--- config.mk ---
export PLATFORM = sky130hd
export DESIGN_NAME = bpc_scale
export DESIGN_NICKNAME = d
export VERILOG_FILES = /design/src/hw/rtl/bpc_pkg.sv /design/src/hw/rtl/bpc_scale.sv
export SDC_FILE = /design/constraint.sdc
export NUM_CORES = 2
export LEC_CHECK = 0
export BUFFER_PORTS_ARGS = -buffer_cell sky130_fd_sc_hd__buf_2
export CAP_MARGIN = 0
export CORE_ASPECT_RATIO = 0.75
export CORE_MARGIN = 2
export CORE_UTILIZATION = 45
export DETAILED_ROUTE_END_ITERATION = 16
export PLACE_DENSITY = 0.67
export SLEW_MARGIN = 20
export SYNTH_ARGS = -nofsm -noshare
export SYNTH_HDL_FRONTEND = slang
export SYNTH_SLANG_ARGS = --single-unit
--- constraint.sdc ---
create_clock -name clk -period 16.35 [get_ports clk]
set_input_delay 0 -clock clk [delete_from_list [all_inputs] [get_ports clk]]
set_output_delay 0 -clock clk [all_outputs]
set_load 0.05 [all_outputs]
--- src/hw/rtl/bpc_pkg.sv ---
// Shared types, widths and constants for the barometer compensation block.
// Holds the oversampling scale table and the register index codes.
// No dependencies; compile this file first.
package bpc_pkg;

	localparam int RAW_W  = 24;
	localparam int SC_W   = 24;
	localparam int TEMP_W = 20;
	localparam int PRES_W = 24;
	localparam int CFG_W  = 32;
	localparam int IDX_W  = 3;
	localparam int CODE_W = 3;

	// Register indexes on the configuration port.
	typedef enum logic [IDX_W-1:0] {
		REG_TEMP_PAIR   = 3'd0,
		REG_PRES_OFFSET = 3'd1,
		REG_PRES_LINEAR = 3'd2,
		REG_CROSS_FIRST = 3'd3,
		REG_HIGHER_ORD  = 3'd4,
		REG_PRES_CUBIC  = 3'd5,
		REG_PRES_OSR    = 3'd6,
		REG_TEMP_OSR    = 3'd7
	} reg_idx_t;

	// Calibration coefficients as signed fields.
	typedef struct packed {
		logic signed [11:0] c0;
		logic signed [11:0] c1;
		logic signed [19:0] c00;
		logic signed [19:0] c10;
		logic signed [15:0] c01;
		logic signed [15:0] c11;
		logic signed [15:0] c20;
		logic signed [15:0] c21;
		logic signed [15:0] c30;
	} coef_t;

	// Each scale factor is m * 2^s with m = 2^j - 1. The divider works on
	// raw * 2^(23-s) divided by m, using a 32-bit reciprocal of m.
	typedef struct packed {
		logic [3:0]  shift;
		logic [7:0]  m;
		logic [31:0] recip;
	} scale_t;

	function automatic scale_t scale_info(input logic [CODE_W-1:0] code);
		scale_t s;
		case (code)
			3'd0:    s = '{shift: 4'd4,  m: 8'd1,   recip: 32'd4294967295};
			3'd1:    s = '{shift: 4'd4,  m: 8'd3,   recip: 32'd1431655765};
			3'd2:    s = '{shift: 4'd4,  m: 8'd7,   recip: 32'd613566756};
			3'd3:    s = '{shift: 4'd4,  m: 8'd15,  recip: 32'd286331153};
			3'd4:    s = '{shift: 4'd10, m: 8'd31,  recip: 32'd138547332};
			3'd5:    s = '{shift: 4'd10, m: 8'd63,  recip: 32'd68174084};
			3'd6:    s = '{shift: 4'd10, m: 8'd127, recip: 32'd33818640};
			default: s = '{shift: 4'd10, m: 8'd255, recip: 32'd16843009};
		endcase
		return s;
	endfunction

endpackage

--- src/hw/rtl/bpc_scale.sv ---
// Three-stage scaler: raw reading divided by the oversampling scale factor.
// Gives a rounded, saturated Q1.23 value. Depends on bpc_pkg.
module bpc_scale (
	input  logic                               clk,
	input  logic                               arst_n,
	input  logic                               in_vld,
	input  logic signed [bpc_pkg::RAW_W-1:0]   raw,
	input  logic [bpc_pkg::CODE_W-1:0]         code,
	output logic                               out_vld,
	output logic signed [bpc_pkg::SC_W-1:0]    scaled
);
	import bpc_pkg::*;

	scale_t      info;
	logic [23:0] raw_u;
	logic [23:0] mag;
	logic [33:0] xw;
	logic [33:0] lim_pos;
	logic [33:0] lim_neg;
	logic        clip;
	logic [31:0] x32;

	logic        vld_s1, vld_s2;
	logic [31:0] x_s1, x_s2;
	logic [31:0] recip_s1;
	logic [7:0]  m_s1, m_s2;
	logic        neg_s1, neg_s2;
	logic        clip_s1, clip_s2;
	logic [63:0] prod;
	logic [31:0] qe_s2;
	logic [31:0] rem;
	logic [31:0] quo;

	// Stage 1: magnitude, prescaled numerator with half-divisor, clip test.
	always_comb begin
		info    = scale_info(code);
		raw_u   = raw;
		mag     = raw_u[23] ? (~raw_u + 24'd1) : raw_u;
		xw      = (34'(mag) << info.shift) + 34'(info.m >> 1);
		lim_pos = 34'(info.m) << 23;
		lim_neg = lim_pos + 34'(info.m);
		clip    = raw_u[23] ? (xw >= lim_neg) : (xw >= lim_pos);
		x32     = (xw[33:32] != 2'd0) ? '1 : xw[31:0];
	end

	always_ff @(posedge clk or negedge arst_n) begin
		if (!arst_n) begin
			vld_s1 <= 1'b0;
			vld_s2 <= 1'b0;
			out_vld <= 1'b0;
		end else begin
			vld_s1 <= in_vld;
			vld_s2 <= vld_s1;
			out_vld <= vld_s2;
		end
	end

	always_ff @(posedge clk) begin
		x_s1     <= x32;
		recip_s1 <= info.recip;
		m_s1     <= info.m;
		neg_s1   <= raw_u[23];
		clip_s1  <= clip;
	end

	// Stage 2: quotient estimate from the reciprocal, low by at most one.
	assign prod = 64'(x_s1) * 64'(recip_s1);

	always_ff @(posedge clk) begin
		qe_s2   <= prod[63:32];
		x_s2    <= x_s1;
		m_s2    <= m_s1;
		neg_s2  <= neg_s1;
		clip_s2 <= clip_s1;
	end

	// Stage 3: one correction step, then sign and saturation.
	always_comb begin
		rem = x_s2 - qe_s2 * 32'(m_s2);
		quo = qe_s2 + 32'(rem >= 32'(m_s2));
	end

	always_ff @(posedge clk) begin
		if (clip_s2) begin
			scaled <= neg_s2 ? {1'b1, {(SC_W-1){1'b0}}} : {1'b0, {(SC_W-1){1'b1}}};
		end else begin
			scaled <= neg_s2 ? -$signed(quo[SC_W-1:0]) : $signed(quo[SC_W-1:0]);
		end
	end

endmodule

; After elaboration in Yosys (flattened, before gate mapping)
; Index checks and enable logic that the tools add are counted.
[word_totals]
inputBits = 30
wordCells = 41
output_inout_bits = 25
ff_bits = 175
[classes]
reduce_logical = 2
magnitude_cmp = 3
shifts = 1
muxes = 6
addsub = 6
eq_ne = 6
n_mul = 2
bitwise = 1
[op_table]
columns = cell, count
row1 = $pmux W44 S7, 1
row2 = $mux W24, 4
row3 = $mul A32 B32 Y64, 1
row4 = $add A34 B7 Y34, 1
row5 = $ge A34 B31 Y1, 1
row6 = $ge A34 B32 Y1, 1
row7 = $shl A24 B4 Y34, 1
row8 = $add A31 B8 Y32, 1
row9 = $ge A32 B8 Y1, 1
row10 = $mul A32 B8 Y32, 1
row11 = $sub A32 B32 Y32, 1
row12 = $add A24 B1 Y24, 1
row13 = $add A24 B1 Y24 const B, 1
row14 = $neg A24 Y24, 1
row15 = $not A24 Y24, 1
row16 = $eq A3 B3 Y1 const B, 3
row17 = $eq A3 B2 Y1 const B, 2
row18 = $eq A3 B1 Y1 const B, 1
row19 = $logic_not A3 Y1, 1
row20 = $reduce_bool A2 Y1, 1
row21 = $mux W1, 1

; Logic depth before layout (Yosys ltp)
[depth]
depth_word = 7
depth_mapped = 38
ltp_nobuf = 35

; Worst setup path before layout
; Ideal clock, no wire load.
[synth_path]
path_kind = flip-flop to flip-flop
from = register m_s2[2]
to = register scaled[23] in the netlist's numbering
path_stages_with_launch = 37
required_time_ns = 16.258
t_arrival_ns = 7.823
setup_time_ns = 0.092
synth_period_minus_slack_ns = 7.914
path_buffers = 4
path_slack_ns = 8.436
cell_sequence = dfxtp_1 -> clkinv_1 -> clkbuf_1 -> nor2_1 -> fa_1 -> inv_1 -> fa_1 -> fa_1 -> inv_1 -> fa_1 -> inv_1 -> ha_1 -> clkbuf_1 -> nand4_1 -> or2_2 -> or3_1 -> a31oi_1 -> o21ai_1 -> a211o_1 -> nand3_1 -> or4b_1 -> a21oi_1 -> nand4_1 -> ha_1 -> ha_1 -> buf_2 -> nand4_1 -> or2_0 -> nor3_1 -> xnor2_1 -> and4b_1 -> and3b_1 -> buf_2 -> nor2b_1 -> nand3_1 -> and3_1 -> nor4_1
[synth_between]
elab_chain_len = 7
[synth_rtl]
columns = item, line_no
row1 = "start, declared", bpc_scale.sv:26  ; logic [7:0] m_s1, m_s2;
row2 = "start signal, assigned", bpc_scale.sv:72  ; m_s2 <= m_s1;
row3 = $mul A32 B8 Y32, bpc_scale.sv:79  ; rem = x_s2 - qe_s2 * 32'(m_s2);
row4 = $sub A32 B32 Y32, bpc_scale.sv:79
row5 = $ge A32 B8 Y1 *, bpc_scale.sv:80  ; quo = qe_s2 + 32'(rem >= 32'(m_s2));
row6 = $add A24 B1 Y24 *, bpc_scale.sv:80
row7 = $neg A24 Y24, bpc_scale.sv:87  ; scaled <= neg_s2 ? -$signed(quo[SC_W-1:0]) : $signed(quo[SC_W-1:0]);
row8 = $mux W24 *, bpc_scale.sv:87
row9 = $mux W24 *, bpc_scale.sv:84  ; if (clip_s2) begin
row10 = "end signal, assigned", bpc_scale.sv:85  ; scaled <= neg_s2 ? {1'b1, {(SC_W-1){1'b0}}} : {1'b0, {(SC_W-1){1'b1}}};
row11 = "end signal, assigned", bpc_scale.sv:87
row12 = "end, declared", bpc_scale.sv:10  ; output logic signed [bpc_pkg::SC_W-1:0] scaled
; Mark *: on every way between the ends. The rest lies on a longest branch, timed or not.
; A chain may end at the register's enable or synchronous reset.

; Worst setup path after layout
; Same ends and word-level chain as after synthesis.

==> results_dict.tcl <==
set metrics [dict create \
    instances_no_fill 6106 \
    slew_headroom 0.193 \
    fp-row-count 99 \
    ys_async_sr_fraction 0.0190 \
    critical_path_class "flip-flop to flip-flop" \
    yosysTopAreaCellShare 0.488 \
    gp_congestion 0.985 \
    maxCapViolations 0 \
    synth_edf_count 0 \
    clock_skew_ns 0.0161 \
    ant_nets 0 \
    register_area_mm2 0.00319 \
    first_global_vias 33973 \
    htreeDepth 4 \
    start_util 0.455 \
    die-area_mm2 0.101 \
    syn_area_mm2 0.0443 \
    die-width_um 366 \
    synth.area.top_cells "fa_1 (49%), inv_1 (11%), ha_1 (9.5%)" \
    status "finished, final reports clean" \
    die_h_um 276 \
    ys_ff_latch 158 \
    fmax_ghz 0.105 \
    seq_area_frac_synth 0.0717 \
    hpwl_um 120000 \
    cp.arrival_ns 9.89 \
    hold_viol_final 0 \
    cp-start-kind "flip-flop" \
    synth_area_leader_cell "fa_1" \
    setup_viol 0 \
    setup_tns_ns 0 \
    crit_top_cell "fa_1" \
    ys_types 95 \
    first_pass_iters 6 \
    area_growth_pct 5.70 \
    syn_avg_cell_area_um2 9.26 \
    hp-class "input port to flip-flop" \
    slowest_delay_ns 0.81 \
    grt_max_degree 63 \
    ios 55 \
    layout_min_cycle_time_ns 9.51 \
    vias 32930 \
    clk_path_buf_depth 2 \
    drc 0 \
    drv_slew 0 \
    max_slew.worst_pin.slew_ns 1.20 \
    clock_latency_ns 0.47 \
    cts_inserted_buffers 17 \
    grt-ovfl-total 0 \
    cp.required_ns 16.72 \
    fillers 9324 \
    antenna_found_initial 7 \
    synthTopCellsByCount "inv_1 (1289), fa_1 (1080), nand2_1 (504)" \
    wirelength_um 143000 \
    synthFlopType "dfxtp_1" \
    wl_per_cell_um 23.4 \
    grt_pass1_wl_um 217000 \
    clock-sinks 158 \
    coreArea_mm2 0.0974 \
    fin_nets 6220 \
    slowest_stage "clkinv_1" \
    syn-instance-count 4785 \
    fin_crit_sh 0.582 \
    crit_fanout 26 \
    root_buffer "clkbuf_16" \
    cts_tree "built" \
    drive_above_1_share 0.0403 \
    end_kind "flip-flop" \
    synth.most_common_cell "inv_1" \
    track_usage 0.292 \
    rsz0062_at_grt "no" \
    clk_pin_slew_ns 0.07 \
    numPortBuffers 54 \
    multi_input_area_mm2 0.0356 \
    placed_cells 6056 \
    vias_per_cell 5.39 \
    dr.first_iter.drc_count 3455 \
    ctsResizeCount 0 \
    yosys_warnings 0 \
]
==> metal layers <==
metal / track usage / wire, µm
met5: 0 / 18
met2: 0.380 / 54100
met1: 0.429 / 62200
met4: 0.0566 / 3080
met3: 0.150 / 23700
==> layout by cell type (no fill, tap or decap), types with 6 or more instances in the layout <==
master	n
a31oi_1	14
nor2b_1	21
o21bai_1	17
xnor2_1	92
or2_2	6
nand3_1	37
and3_1	16
clkbuf_16	17
and2_1	264
o21a_1	12
o211ai_1	20
nor2_1	202
nor4_1	10
dfxtp_1	146
o22ai_1	15
dfxtp_2	9
nor3_1	33
o31a_1	7
clkinv_1	9
xor2_1	30
inv_1	1289
dlygate4sd3_1	13
nand3b_1	6
mux2i_1	14
a211oi_1	12
buf_4	55
nand2_1	504
fa_1	1080
a21o_1	43
or3_1	18
nand2b_1	29
nand4_1	22
ha_1	335
o31ai_1	16
buf_2	54
a21oi_1	116
o21ai_0	73
==> kinds of logic after synthesis <==
logic type               Yosys count  share of synthesized area
buffers and inverters           1454                      0.124
adder cells (fa/ha/maj)         1415                      0.583
AND/OR/NAND/NOR                 1206                      0.132
AO/OA/AOI/OAI                    407                     0.0598
flip-flops                       158                     0.0717
XOR/XNOR                         123                     0.0246
multiplexers                      20                    0.00503
other                              2                   0.000170
==> critical path, delay by kind of cell (launching register included) <==
kind                       cells  cell delay, ns
adders and majority gates      7            2.80
AOI/OAI and AO/OA              4            0.96
xor gates and xnor gates       1            0.30
and+or+nand+nor               16            3.95
DFF                            1            0.42
buffers and inverters          4            0.99
==> cell type report <==
| class | instances | share of cell area |
|---|---|---|
| tap | 1313 | 0.0351 |
| inverter | 1300 | 0.104 |
| antenna | 5 | 0.000267 |
| sequential | 158 | 0.0681 |
| clock buffer | 17 | 0.00909 |
| clock inverter | 15 | 0.00420 |
| timing repair buffer | 123 | 0.0176 |
| multi-input combinational | 3175 | 0.761 |
==> through the flow <==
step / hold slack (ns) / cell area [µm²] / worst slack, ns / util
2_1_floorplan: -0.296 / 44300 / 8.44 / -
3_3_place_gp: -0.204 / 46000 / 6.56 / 0.473
3_5_place_dp: -0.201 / 46100 / 7.00 / 0.473
4_1_cts: 0.0403 / 46800 / 6.95 / 0.481
5_1_grt: 0.134 / 46800 / 6.29 / 0.481
6_report: 0.0491 / 46800 / 6.84 / 0.481
==> state kept, by name, indices dropped and copies added (netlist names) <==
signal    flops
out_vld       1
neg_s2        1
qe_s2        32
vld_s2        1
neg_s1        1
m_s2          7
x_s2         32
clip_s2       1
x_s1         32
m_s1          7
recip_s1     17
vld_s1        1
scaled       24
clip_s1       1
==> path summary, 6_finish.rpt <==
path	startpoint	endpoint	slack, ns	depth (start not counted)
max	m_s2[2]$_DFF_P_	scaled[23]$_DFF_P_	6.84	32
min	raw[0]	x_s1[10]$_SDFF_PN1_	0.05	5
max reg2reg	m_s2[2]$_DFF_P_	scaled[23]$_DFF_P_	6.84	32
min reg2reg	m_s1[7]$_DFF_P_	m_s2[7]$_DFF_P_	0.31	0
max in group asynchronous	arst_n	vld_s1$_DFF_PN0_	15.79	3
min in group asynchronous	arst_n	out_vld$_DFF_PN0_	0.41	3
==> what timing repair did <==
item / 4_1_cts / 5_1_grt
endpoints found under the setup margin: 0 / 0
hold buffers: 13 / 0
buffers inserted: 0 / 0
endpoints found under the hold margin: 23 / 0
Power is not shown: default switching activity piles up to over one toggle a cycle in this logic, so the estimate is an artifact.
